`src/sv/stst_pkg.sv`:
```
// Shared types, constants and action codes for the typed slot table.
package stst_pkg;

  localparam int SLOT_W = 6;
  localparam int CNT_W  = SLOT_W + 1;
  localparam int WORD_W = 32;
  localparam int ACT_W  = 4;

  localparam int TOTAL_SLOTS_DEF = 40;
  localparam int FONT_FIRST_DEF  = 0;
  localparam int FONT_END_DEF    = 8;
  localparam int IMAGE_FIRST_DEF = 8;
  localparam int IMAGE_END_DEF   = 40;

  localparam logic [WORD_W-1:0] ALIGN_MASK = 32'd3;
  localparam logic [WORD_W-1:0] LIMIT_RST  = 32'd1048576;

  localparam logic [ACT_W-1:0] ACT_CLEAR  = 4'd0;
  localparam logic [ACT_W-1:0] ACT_ALLOC  = 4'd1;
  localparam logic [ACT_W-1:0] ACT_FIND   = 4'd2;
  localparam logic [ACT_W-1:0] ACT_COMMIT = 4'd3;
  localparam logic [ACT_W-1:0] ACT_BUMP   = 4'd4;
  localparam logic [ACT_W-1:0] ACT_SETKEY = 4'd5;
  localparam logic [ACT_W-1:0] ACT_SETADR = 4'd6;
  localparam logic [ACT_W-1:0] ACT_SETMRK = 4'd7;
  localparam logic [ACT_W-1:0] ACT_READ   = 4'd8;

  localparam logic CFG_BASE  = 1'b0;
  localparam logic CFG_LIMIT = 1'b1;

  localparam logic KIND_IMAGE = 1'b0;

  typedef struct packed {
    logic              loaded;
    logic [WORD_W-1:0] key;
    logic [WORD_W-1:0] addr;
  } entry_t;

  typedef struct packed {
    logic wr;
    logic clr;
  } mem_cmd_t;

endpackage

```
`src/sv/stst_mem.sv`:
```
// Entry memory with per-entry valid bits; invalid entries read as zero.
module stst_mem import stst_pkg::*; #(
  parameter int TOTAL_SLOTS = TOTAL_SLOTS_DEF,
  parameter int IDX_W       = 6
) (
  input  logic             clk,
  input  logic             rst,
  input  mem_cmd_t         cmd,
  input  logic [IDX_W-1:0] wr_index,
  input  entry_t           wr_entry,
  input  logic [IDX_W-1:0] rd_index,
  output entry_t           rd_entry
);

  entry_t                 mem [TOTAL_SLOTS];
  logic [TOTAL_SLOTS-1:0] valid;
  entry_t                 rd_q;
  logic                   rd_vld;
  logic                   rd_in_range;

  // scan prefetch can step one past the last entry
  assign rd_in_range = {1'b0, rd_index} < (IDX_W+1)'(TOTAL_SLOTS);

  always_ff @(posedge clk) begin
    if (cmd.wr) begin
      mem[wr_index] <= wr_entry;
    end
    if (rd_in_range) begin
      rd_q <= mem[rd_index];
    end
  end

  always_ff @(posedge clk) begin
    if (rst || cmd.clr) begin
      valid  <= '0;
      rd_vld <= 1'b0;
    end else begin
      if (cmd.wr) begin
        valid[wr_index] <= 1'b1;
      end
      rd_vld <= rd_in_range && valid[rd_index];
    end
  end

  assign rd_entry = rd_vld ? rd_q : '0;

endmodule

```
`src/sv/stst_ptr.sv`:
```
// Allocation pointer, limit register and overflow compare.
module stst_ptr import stst_pkg::*; (
  input  logic              clk,
  input  logic              rst,
  input  logic              cfg_write,
  input  logic              cfg_index,
  input  logic [WORD_W-1:0] cfg_data,
  input  logic              advance,
  input  logic [WORD_W-1:0] size_bytes,
  output logic [WORD_W-1:0] ptr,
  output logic              over
);

  logic [WORD_W-1:0] limit;
  logic [WORD_W-1:0] ptr_next;

  assign ptr_next = (ptr + size_bytes + ALIGN_MASK) & ~ALIGN_MASK;
  assign over     = ptr > limit;

  always_ff @(posedge clk) begin
    if (rst) begin
      ptr   <= '0;
      limit <= LIMIT_RST;
    end else if (cfg_write) begin
      if (cfg_index == CFG_BASE) begin
        ptr <= cfg_data;
      end
      if (cfg_index == CFG_LIMIT) begin
        limit <= cfg_data;
      end
    end else if (advance) begin
      ptr <= ptr_next;
    end
  end

endmodule

```
`src/sv/typed_slot_table_bump_allocator_unit.sv`:
```
// Top level: request sequencer around the entry memory and the pointer unit.
//
// A request is taken when start is high and busy is low; busy stays high
// until the result is produced. Each request yields one result, shown for a
// single cycle with done high; results cannot be held off.
// Steps from the accepting edge to the cycle with done high:
//   clear, unused actions, out-of-range slots: the finishing step only
//   commit, bump: pointer add, then limit compare
//   set key/address/mark: memory read, then write-back; read: memory read, then address capture
//   allocate, find: a scan over the slots examined (at most the range size), then the finishing step
// The scan reads one entry per cycle through the single memory read port,
// which sets the allocate/find time. A new request is accepted in the cycle
// done is high. Configuration writes (cfg_write, cfg_index, cfg_data) go in
// while idle; writing the base (CFG_BASE) loads the allocation pointer.
// Reset clears all entries at once through valid bits, loads the pointer
// with 0 and the limit with 1048576; the table is usable the next cycle.
module typed_slot_table_bump_allocator_unit import stst_pkg::*; #(
  parameter int TOTAL_SLOTS = TOTAL_SLOTS_DEF,
  parameter int FONT_FIRST  = FONT_FIRST_DEF,
  parameter int FONT_END    = FONT_END_DEF,
  parameter int IMAGE_FIRST = IMAGE_FIRST_DEF,
  parameter int IMAGE_END   = IMAGE_END_DEF
) (
  input  logic              clk,
  input  logic              rst,
  input  logic              start,
  output logic              busy,
  input  logic              cfg_write,
  input  logic              cfg_index,
  input  logic [WORD_W-1:0] cfg_data,
  input  logic [ACT_W-1:0]  action,
  input  logic              kind,
  input  logic [SLOT_W-1:0] slot,
  input  logic [WORD_W-1:0] key,
  input  logic [WORD_W-1:0] address,
  input  logic [WORD_W-1:0] size_bytes,
  input  logic              mark,
  output logic              done,
  output logic [SLOT_W-1:0] slot_index,
  output logic              found,
  output logic [WORD_W-1:0] entry_address,
  output logic              overflow,
  output logic [WORD_W-1:0] next_free
);

  localparam int IDX_W    = (TOTAL_SLOTS > 1) ? $clog2(TOTAL_SLOTS) : 1;
  localparam int FONT_HI  = (FONT_END > TOTAL_SLOTS) ? TOTAL_SLOTS : FONT_END;
  localparam int IMAGE_HI = (IMAGE_END > TOTAL_SLOTS) ? TOTAL_SLOTS : IMAGE_END;
  localparam logic [CNT_W-1:0] SLOTS_C  = CNT_W'(TOTAL_SLOTS);
  localparam logic [CNT_W-1:0] FONT_LO  = CNT_W'(FONT_FIRST);
  localparam logic [CNT_W-1:0] FONT_HC  = CNT_W'(FONT_HI);
  localparam logic [CNT_W-1:0] IMAGE_LO = CNT_W'(IMAGE_FIRST);
  localparam logic [CNT_W-1:0] IMAGE_HC = CNT_W'(IMAGE_HI);

  localparam logic [2:0] S_IDLE = 3'd0;
  localparam logic [2:0] S_SCAN = 3'd1;
  localparam logic [2:0] S_RD   = 3'd2;
  localparam logic [2:0] S_MOD  = 3'd3;
  localparam logic [2:0] S_ADV  = 3'd4;
  localparam logic [2:0] S_FIN  = 3'd5;

  logic [2:0]        state;
  logic [ACT_W-1:0]  req_act;
  logic [SLOT_W-1:0] req_slot;
  logic [WORD_W-1:0] req_key;
  logic [WORD_W-1:0] req_addr;
  logic [WORD_W-1:0] req_size;
  logic              req_mark;
  logic              req_adv;
  logic [CNT_W-1:0]  scan_idx;
  logic [CNT_W-1:0]  scan_hi;
  logic [CNT_W-1:0]  chk_idx;
  logic              chk_live;
  logic [SLOT_W-1:0] res_slot;
  logic              res_found;
  logic [WORD_W-1:0] res_addr;

  logic [CNT_W-1:0]  lo;
  logic [CNT_W-1:0]  hi;
  logic              ok;
  logic              match;
  logic              chk_last;
  mem_cmd_t          cmd;
  logic [IDX_W-1:0]  wr_index;
  entry_t            wr_entry;
  logic [IDX_W-1:0]  rd_index;
  entry_t            rd_entry;
  logic              advance;
  logic [WORD_W-1:0] ptr;
  logic              over;

  assign busy     = state != S_IDLE;
  assign lo       = (kind == KIND_IMAGE) ? IMAGE_LO : FONT_LO;
  assign hi       = (kind == KIND_IMAGE) ? IMAGE_HC : FONT_HC;
  assign ok       = {1'b0, slot} < SLOTS_C;
  assign match    = chk_live && ((req_act == ACT_ALLOC) ? !rd_entry.loaded
                                                        : rd_entry.key == req_key);
  assign chk_last = chk_live && (chk_idx == scan_hi - CNT_W'(1));

  always_comb begin
    cmd      = '0;
    wr_index = req_slot[IDX_W-1:0];
    wr_entry = rd_entry;
    rd_index = scan_idx[IDX_W-1:0];
    advance  = 1'b0;
    case (state)
      S_RD: begin
        rd_index = req_slot[IDX_W-1:0];
      end
      S_MOD: begin
        case (req_act)
          ACT_SETKEY: begin
            cmd.wr       = 1'b1;
            wr_entry.key = req_key;
          end
          ACT_SETADR: begin
            cmd.wr        = 1'b1;
            wr_entry.addr = req_addr;
          end
          ACT_SETMRK: begin
            cmd.wr          = 1'b1;
            wr_entry.loaded = req_mark;
          end
          default: ;
        endcase
      end
      S_SCAN: begin
        wr_index = chk_idx[IDX_W-1:0];
        if (match && req_act == ACT_ALLOC) begin
          cmd.wr          = 1'b1;
          wr_entry.loaded = 1'b1;
        end
      end
      S_ADV: begin
        advance = 1'b1;
        if (req_act == ACT_COMMIT) begin
          cmd.wr   = 1'b1;
          wr_entry = '{loaded: 1'b1, key: req_key, addr: req_addr};
        end
      end
      S_FIN: begin
        cmd.clr = req_act == ACT_CLEAR;
      end
      default: ;
    endcase
  end

  always_ff @(posedge clk) begin
    if (rst) begin
      state <= S_IDLE;
      done  <= 1'b0;
    end else begin
      done <= 1'b0;
      unique case (state)
        S_IDLE: begin
          if (start) begin
            req_act   <= action;
            req_slot  <= slot;
            req_key   <= key;
            req_addr  <= address;
            req_size  <= size_bytes;
            req_mark  <= mark;
            req_adv   <= (action == ACT_BUMP) || (action == ACT_COMMIT && ok);
            scan_idx  <= lo;
            scan_hi   <= hi;
            chk_live  <= 1'b0;
            res_slot  <= '0;
            res_found <= 1'b0;
            res_addr  <= '0;
            case (action)
              ACT_ALLOC, ACT_FIND: state <= (lo < hi) ? S_SCAN : S_FIN;
              ACT_COMMIT:          state <= ok ? S_ADV : S_FIN;
              ACT_BUMP:            state <= S_ADV;
              ACT_SETKEY, ACT_SETADR, ACT_SETMRK, ACT_READ:
                                   state <= ok ? S_RD : S_FIN;
              default:             state <= S_FIN;
            endcase
          end
        end
        S_SCAN: begin
          if (match) begin
            res_slot  <= chk_idx[SLOT_W-1:0];
            res_found <= 1'b1;
            state     <= S_FIN;
          end else if (chk_last) begin
            state <= S_FIN;
          end else begin
            chk_idx  <= scan_idx;
            chk_live <= 1'b1;
            scan_idx <= scan_idx + CNT_W'(1);
          end
        end
        S_RD: begin
          state <= S_MOD;
        end
        S_MOD: begin
          if (req_act == ACT_READ) begin
            res_addr <= rd_entry.addr;
          end
          state <= S_FIN;
        end
        S_ADV: begin
          state <= S_FIN;
        end
        S_FIN: begin
          done          <= 1'b1;
          slot_index    <= res_slot;
          found         <= res_found;
          entry_address <= res_addr;
          overflow      <= req_adv && over;
          next_free     <= ptr;
          state         <= S_IDLE;
        end
        default: begin
          state <= S_IDLE;
        end
      endcase
    end
  end

  stst_mem #(
    .TOTAL_SLOTS (TOTAL_SLOTS),
    .IDX_W       (IDX_W)
  ) u_mem (
    .clk      (clk),
    .rst      (rst),
    .cmd      (cmd),
    .wr_index (wr_index),
    .wr_entry (wr_entry),
    .rd_index (rd_index),
    .rd_entry (rd_entry)
  );

  stst_ptr u_ptr (
    .clk        (clk),
    .rst        (rst),
    .cfg_write  (cfg_write),
    .cfg_index  (cfg_index),
    .cfg_data   (cfg_data),
    .advance    (advance),
    .size_bytes (req_size),
    .ptr        (ptr),
    .over       (over)
  );

  a_done_after_fin: assert property (@(posedge clk) disable iff (rst)
    done |-> $past(state == S_FIN))
    else $error("result strobe without a finishing step");

  a_found_in_table: assert property (@(posedge clk) disable iff (rst)
    done && found |-> {1'b0, slot_index} < SLOTS_C)
    else $error("reported slot beyond table");

  a_scan_bound: assert property (@(posedge clk) disable iff (rst)
    state == S_SCAN && chk_live |-> chk_idx < scan_hi)
    else $error("scan checked a slot past the range end");

  a_ovf_only_adv: assert property (@(posedge clk) disable iff (rst)
    done && overflow |-> $past(req_adv))
    else $error("overflow on a request that does not move the pointer");

  a_ptr_steady: assert property (@(posedge clk) disable iff (rst)
    busy && state != S_ADV && !cfg_write |=> $stable(ptr))
    else $error("pointer moved outside an advance step");

endmodule
```
`config.mk`:
```
export PLATFORM = sky130hd
export DESIGN_NAME = typed_slot_table_bump_allocator_unit
export DESIGN_NICKNAME = d
export VERILOG_FILES = /design/src/sv/stst_pkg.sv /design/src/sv/stst_mem.sv /design/src/sv/stst_ptr.sv /design/src/sv/typed_slot_table_bump_allocator_unit.sv
export SDC_FILE = /design/constraint.sdc
export NUM_CORES = 2
export LEC_CHECK = 0
export CORE_ASPECT_RATIO = 0.9
export CORE_MARGIN = 1.5
export CORE_UTILIZATION = 45
export CTS_CLUSTER_SIZE = 16
export DETAILED_ROUTE_END_ITERATION = 6
export DONT_BUFFER_PORTS = 1
export PLACE_DENSITY = 0.61
export RECOVER_POWER = 50
export SLEW_MARGIN = 40
export SYNTH_ARGS = -nofsm -noshare
export SYNTH_HDL_FRONTEND = slang
export SYNTH_SLANG_ARGS = --single-unit
```
`constraint.sdc`:
```
create_clock -name clk -period 7.6 [get_ports clk]
set_input_delay 1.52 -clock clk [delete_from_list [all_inputs] [get_ports clk]]
set_output_delay 1.52 -clock clk [all_outputs]
set_load 0.03 [all_outputs]
```
# Yosys cells after proc, flatten, opt, wreduce, memory -nomap -nowiden
# Memories as Yosys holds them, arrays and structs flattened. A register that Yosys moved wholly into a read port is not among the register bits.
# Index checks and enable logic that the tools add are counted.
# Widths: inputs -> output; s select.
[word_totals] register_bits=350 mem_bits_rw=2600 wordCells=151 mem_count=1
[mem_list] memory="u_mem.mem" depth=40 word_bits=65 rd=1 rd_clocked_by_memory_dff=1 write_ports=1 line_no="stst_mem.sv:15" source="entry_t mem [TOTAL_SLOTS];"
[op_classes] addsub=4 n_lt_le_gt_ge=7 n_eq_ne=28 n_mux=53 n_bitwise=4 n_reduce_logical=29
[ops] op="$mux 32" n=7
[ops] op="$mux 65" n=2
[ops] op="$pmux 64 s2" n=1
[ops] op="$pmux 32 s2" n=1
[ops] op="$or 40x40->40" n=1
[ops] op="$add 32x2->32 const B" n=1
[ops] op="$add 32x32->32" n=1
[ops] op="$eq 32x32->1" n=1
[ops] op="$gt 32x32->1" n=1
[ops] op="$mux 6" n=5
[ops] op="$eq 4x3->1 const B" n=7
[ops] op="$pmux 3 s4" n=2
[ops] op="$mux 7" n=3
[ops] op="$mux 1" n=18
[ops] op="$mux 3" n=5
[ops] op="$lt 6x7->1 const B" n=2
[ops] op="$pmux 7 s2" n=1
[ops] op="$eq 4x2->1 const B" n=3
[ops] op="$lt 6x6->1 const B" n=2
[ops] op="$ne 2x2->1 const B" n=6
[ops] op="$pmux 6 s2" n=1
[ops] op="$reduce_and 4->1" n=3
[ops] op="$eq 4x1->1 const B" n=2
[ops] op="$eq 4x4->1 const B" n=2
[ops] op="other kinds (28)" n=47

# Depth between registers and ports, before layout
[depth] depth_word=9 ltp_mapped=13 mapped_depth_nobuf=13

# Hierarchy
# From an unflattened synthesis, not the netlist that was laid out.
[hier_totals] hier_cells=5766 area_unflattened_um2=117241.2
[by_module_without_submodules] module="stst_mem" n_inst=1 cells_per_inst=4535 area_per_inst_um2=102608.4 seq_area_each_um2=80847.5
[by_module_without_submodules] module="typed_slot_table_bump_allocator_unit" n_inst=1 cells_per_inst=550 area_per_inst_um2=9335.2 seq_area_each_um2=7136.8
[by_module_without_submodules] module="stst_ptr" n_inst=1 cells_per_inst=681 area_per_inst_um2=5297.6 seq_area_each_um2=1281.2

# Worst setup path before layout
# Ideal clock, no wire load.
[synth_timing] path_type="input to register" from="input port rst" to="register req_act[0], enable pin" setup_time_ps=578 arrival_ps=6490 required_time_ps=7022 setup_slack_ps=532 stages=3 n_path_buf=2 path_cell_list="clkbuf_1 clkbuf_1 nor2_1"
[synth_via] elab_chain_len=2
[synth_rtl] item="start, declared" line_no="typed_slot_table_bump_allocator_unit.sv:25" source="input logic rst,"
[synth_rtl] item="$not 1->1 (no line)"
[synth_rtl] item="$reduce_and 3->1 (no line)"
[synth_rtl] item="end signal, assigned" line_no="typed_slot_table_bump_allocator_unit.sv:157" source="req_act <= action;"
[synth_rtl] item="end, declared" line_no="typed_slot_table_bump_allocator_unit.sv:63" source="logic [ACT_W-1:0] req_act;"
# No other way between the ends.
# A chain may end at the register's enable or synchronous reset.

==> run summary <==
Die area = 270,600 um2
Library cells used by synthesis = 72
Peak Freq = 166.4 MHz
Inserted Clock Buffers = 312
DRC violations left = 0
Via/cell ratio = 5.949
CTS clk-pin slew, worst paths = 0.06 ns
Initial antenna violation count = 15
Most frequent cells in the layout = 2,973 x nand2_1, 2,900 x edfxtp_1, 699 x nand3_1, 460 x and3_1, 403 x a31oi_1
Largest net degree at the start of global routing = 163
Maxcap violations = 36
Max Fanout on Critical Path = 33
Peak VDD IR = 195.0 uV
Yosys warning count = 0
Port Buf Inserts = 0
Share of synthesized cell area in and, or, nand and nor gates = 16.01%
Layout Nets = 9,598
Worst r2r src = state[0]
Fin util = 51.08%
Antenna-violating nets left = 0
Fill count = 22,300
Syn_nets = 9,625
Critical Path RT = 8.08 ns
CTS root buf = clkbuf_16
First-pass DRT Iterations = 6
First-pass GRT wire length = 502,400 um
Post-CTS Setup Inserts = 0
Worst setup path category = reg2reg
H-tree depth = 5
Die height = 493.6 um
DR vias = 78,160
Failing checks = capacitance limit, slew limit
CTS tree = yes
Post-layout min period = 6.010 ns
Post-synth EDFFs = 2,900
Post-synth top area share = 72.35%
Hold crit path type = reg2reg
Total track usage = 24.98%
Setup-failing EPs final = 0
Hold path start = res_addr[11]
Worst Tran Pin Value = 4.057 ns
Post-synthesis compound-gate area fraction = 6.079%
#FFs+latches synth = 3,009
Share of cells above drive strength 1 = 7.406%
Final Total Pwr = 37.40 mW
Starting Density = 45.39%
Std-Cell Rows = 179
Post-synthesis mux area share = 0.1185%
Arrival time of the worst setup path = 6.49 ns
Core area = 265,200 um2
Clk buf depth = 4
Post-Synth Adder-Cell Area = 0.9730%
DP HPWL = 191,100 um
Netlist Area Pre-Place = 120,400 um2
Vias in the first global route = 73,850
Crit. End Element = flip-flop
Max_slew headroom = -170.5%
Reg area = 89,270 um2
WL final = 346,100 um
Die width = 548.2 um
Static Leak = 47.27 nW
PostCTS Resize Cnt = 0
Post-synth ARST share = 0%
Io pins = 219
Skew final = 0.07488 ns
Hold-fix buffers, CTS = 0
Power density over the cells = 276.1 nW/um2
Top cells by area, synth = edfxtp_1 72%, nand2_1 9.3%, nand3_1 2.9%, and3_1 2.4%, a31oi_1 2.1%
TNS Setup = 0 ns
Synth Area in XOR/XNOR = 0.3493%
Mean Syn Cell Area = 12.82 um2
Final Hold Fails = 0
Max-slew violations = 1,122
R2R setup slack = 1.59 ns
Largest family of logic cells by synthesized area = simple AND/OR/NAND/NOR gates
Synth area leader = edfxtp_1
Clock sinks = 3,009
Launch point of the worst path = state[0]
Syn-to-layout area delta = 12.53%
Final RePlAce weighted congestion = 0.8508
Worst skew pair latency = 0.89 ns
Sequential area share after synthesis = 74.16%
RSZ-0062 raised after global routing = false
Multi-input combinational cell area = 28,970 um2
Main flop type after synthesis = edfxtp_1
Wire per inst = 26.34 um
Worst Setup Start Kind = flip-flop
Cells after Synth = 9,387
Overflow after GRT = 0
Crit share post-route = 79.08%
Iteration-0 DRC Markers = 10,470
Status = complete, but fails checks
Most common cell after layout, fill and taps aside = nand2_1
## stage by stage
step	instance area, um2	cells	setup WS, ns	hold slack (ns)
3_5_place_dp	126500	12570	2.422	0.4045
5_1_grt	135400	13130	1.247	0.4162
4_1_cts	136300	13120	2.417	0.4112
6_report	135400	13140	1.590	0.4093
3_3_place_gp	125000	12490	2.386	0.4021
2_1_floorplan	120400	9387	0.5319	0.4003
## per-layer routing
layer	global-route usage, %	part of all wire, %	vias to the layer above	wire, um
li1	-	-	34370	-
met1	36.46	42	39200	146200
met2	37.97	45	3956	154400
met3	4.856	10	617	35200
met4	7.484	3.0	12	10210
met5	0	0.021	-	73
## cells by family after synthesis
group,count (synthesis)
buf+inv,640
mux,12
compound gates,1120
xor+xnor,48
fa+ha+maj,93
simple gates,4465
flops,3009
## report_power, final
part / internal, mW / switching [mW] / leakage (nW)
logic: 0.970 / 2.62 / 14.9
clock network: 8.62 / 6.33 / 4.84
registers: 18.7 / 0.189 / 27.5
## layout make-up
type / count / share of cell area (%)
repair buffers: 257 / 2.012
clock buffers: 392 / 6.263
multi-input cells: 5738 / 21.39
diodes: 9 / 0.01663
flip-flops and latches: 3009 / 65.91
well taps: 3529 / 3.260
clock inverters: 162 / 1.031
inverters: 42 / 0.1164
## final timing paths
kind / end / cells past startpoint
worst min register to register: entry_address[11] / 0
worst max register to register: u_mem.mem[1][36] / 7
worst max-delay path: u_mem.mem[1][36] / 7
worst min-delay path: entry_address[11] / 0
## critical path, stage by stage (launching register included)
cell and delay, ns:
dfxtp_1 0.56, nand2_1 0.11, or2_0 0.99, nand2_1 0.30, clkbuf_1 1.79, nand3_1 0.22
o21ai_0 0.71, clkbuf_1 0.96
## cells in the mapped netlist, types with 11 or more instances
cell type	instances
a211oi_1	70
a21o_1	26
a21oi_1	79
a22oi_1	17
a311oi_1	80
a31oi_1	403
and2_1	11
and3_1	459
buf_1	46
buf_2	240
buf_4	18
clkbuf_1	293
dfxtp_1	109
edfxtp_1	2900
ha_1	92
inv_1	42
nand2_1	2977
nand3_1	700
nand3b_1	17
nand4_1	12
nor2_1	159
nor3_1	16
nor4_1	65
o211ai_1	16
o21a_1	47
o21ai_0	135
o22ai_1	193
o31ai_1	15
xnor2_1	34
xor2_1	14
## flip-flops by register name (all words and copies together), names as in the netlist, 3 cells and up
signal and flops:
u_mem.mem 2600, entry_address 32, req_addr 32, state 3, slot_index 6, res_slot 6, res_addr 32, scan_idx 7
req_slot 6, u_ptr.ptr 32, req_key 32, req_size 32, next_free 32, u_ptr.limit 32, u_mem.rd_q 65, req_act 4
chk_idx 7, u_mem.valid 40
Note: power is estimated with default switching activity, not from simulation.
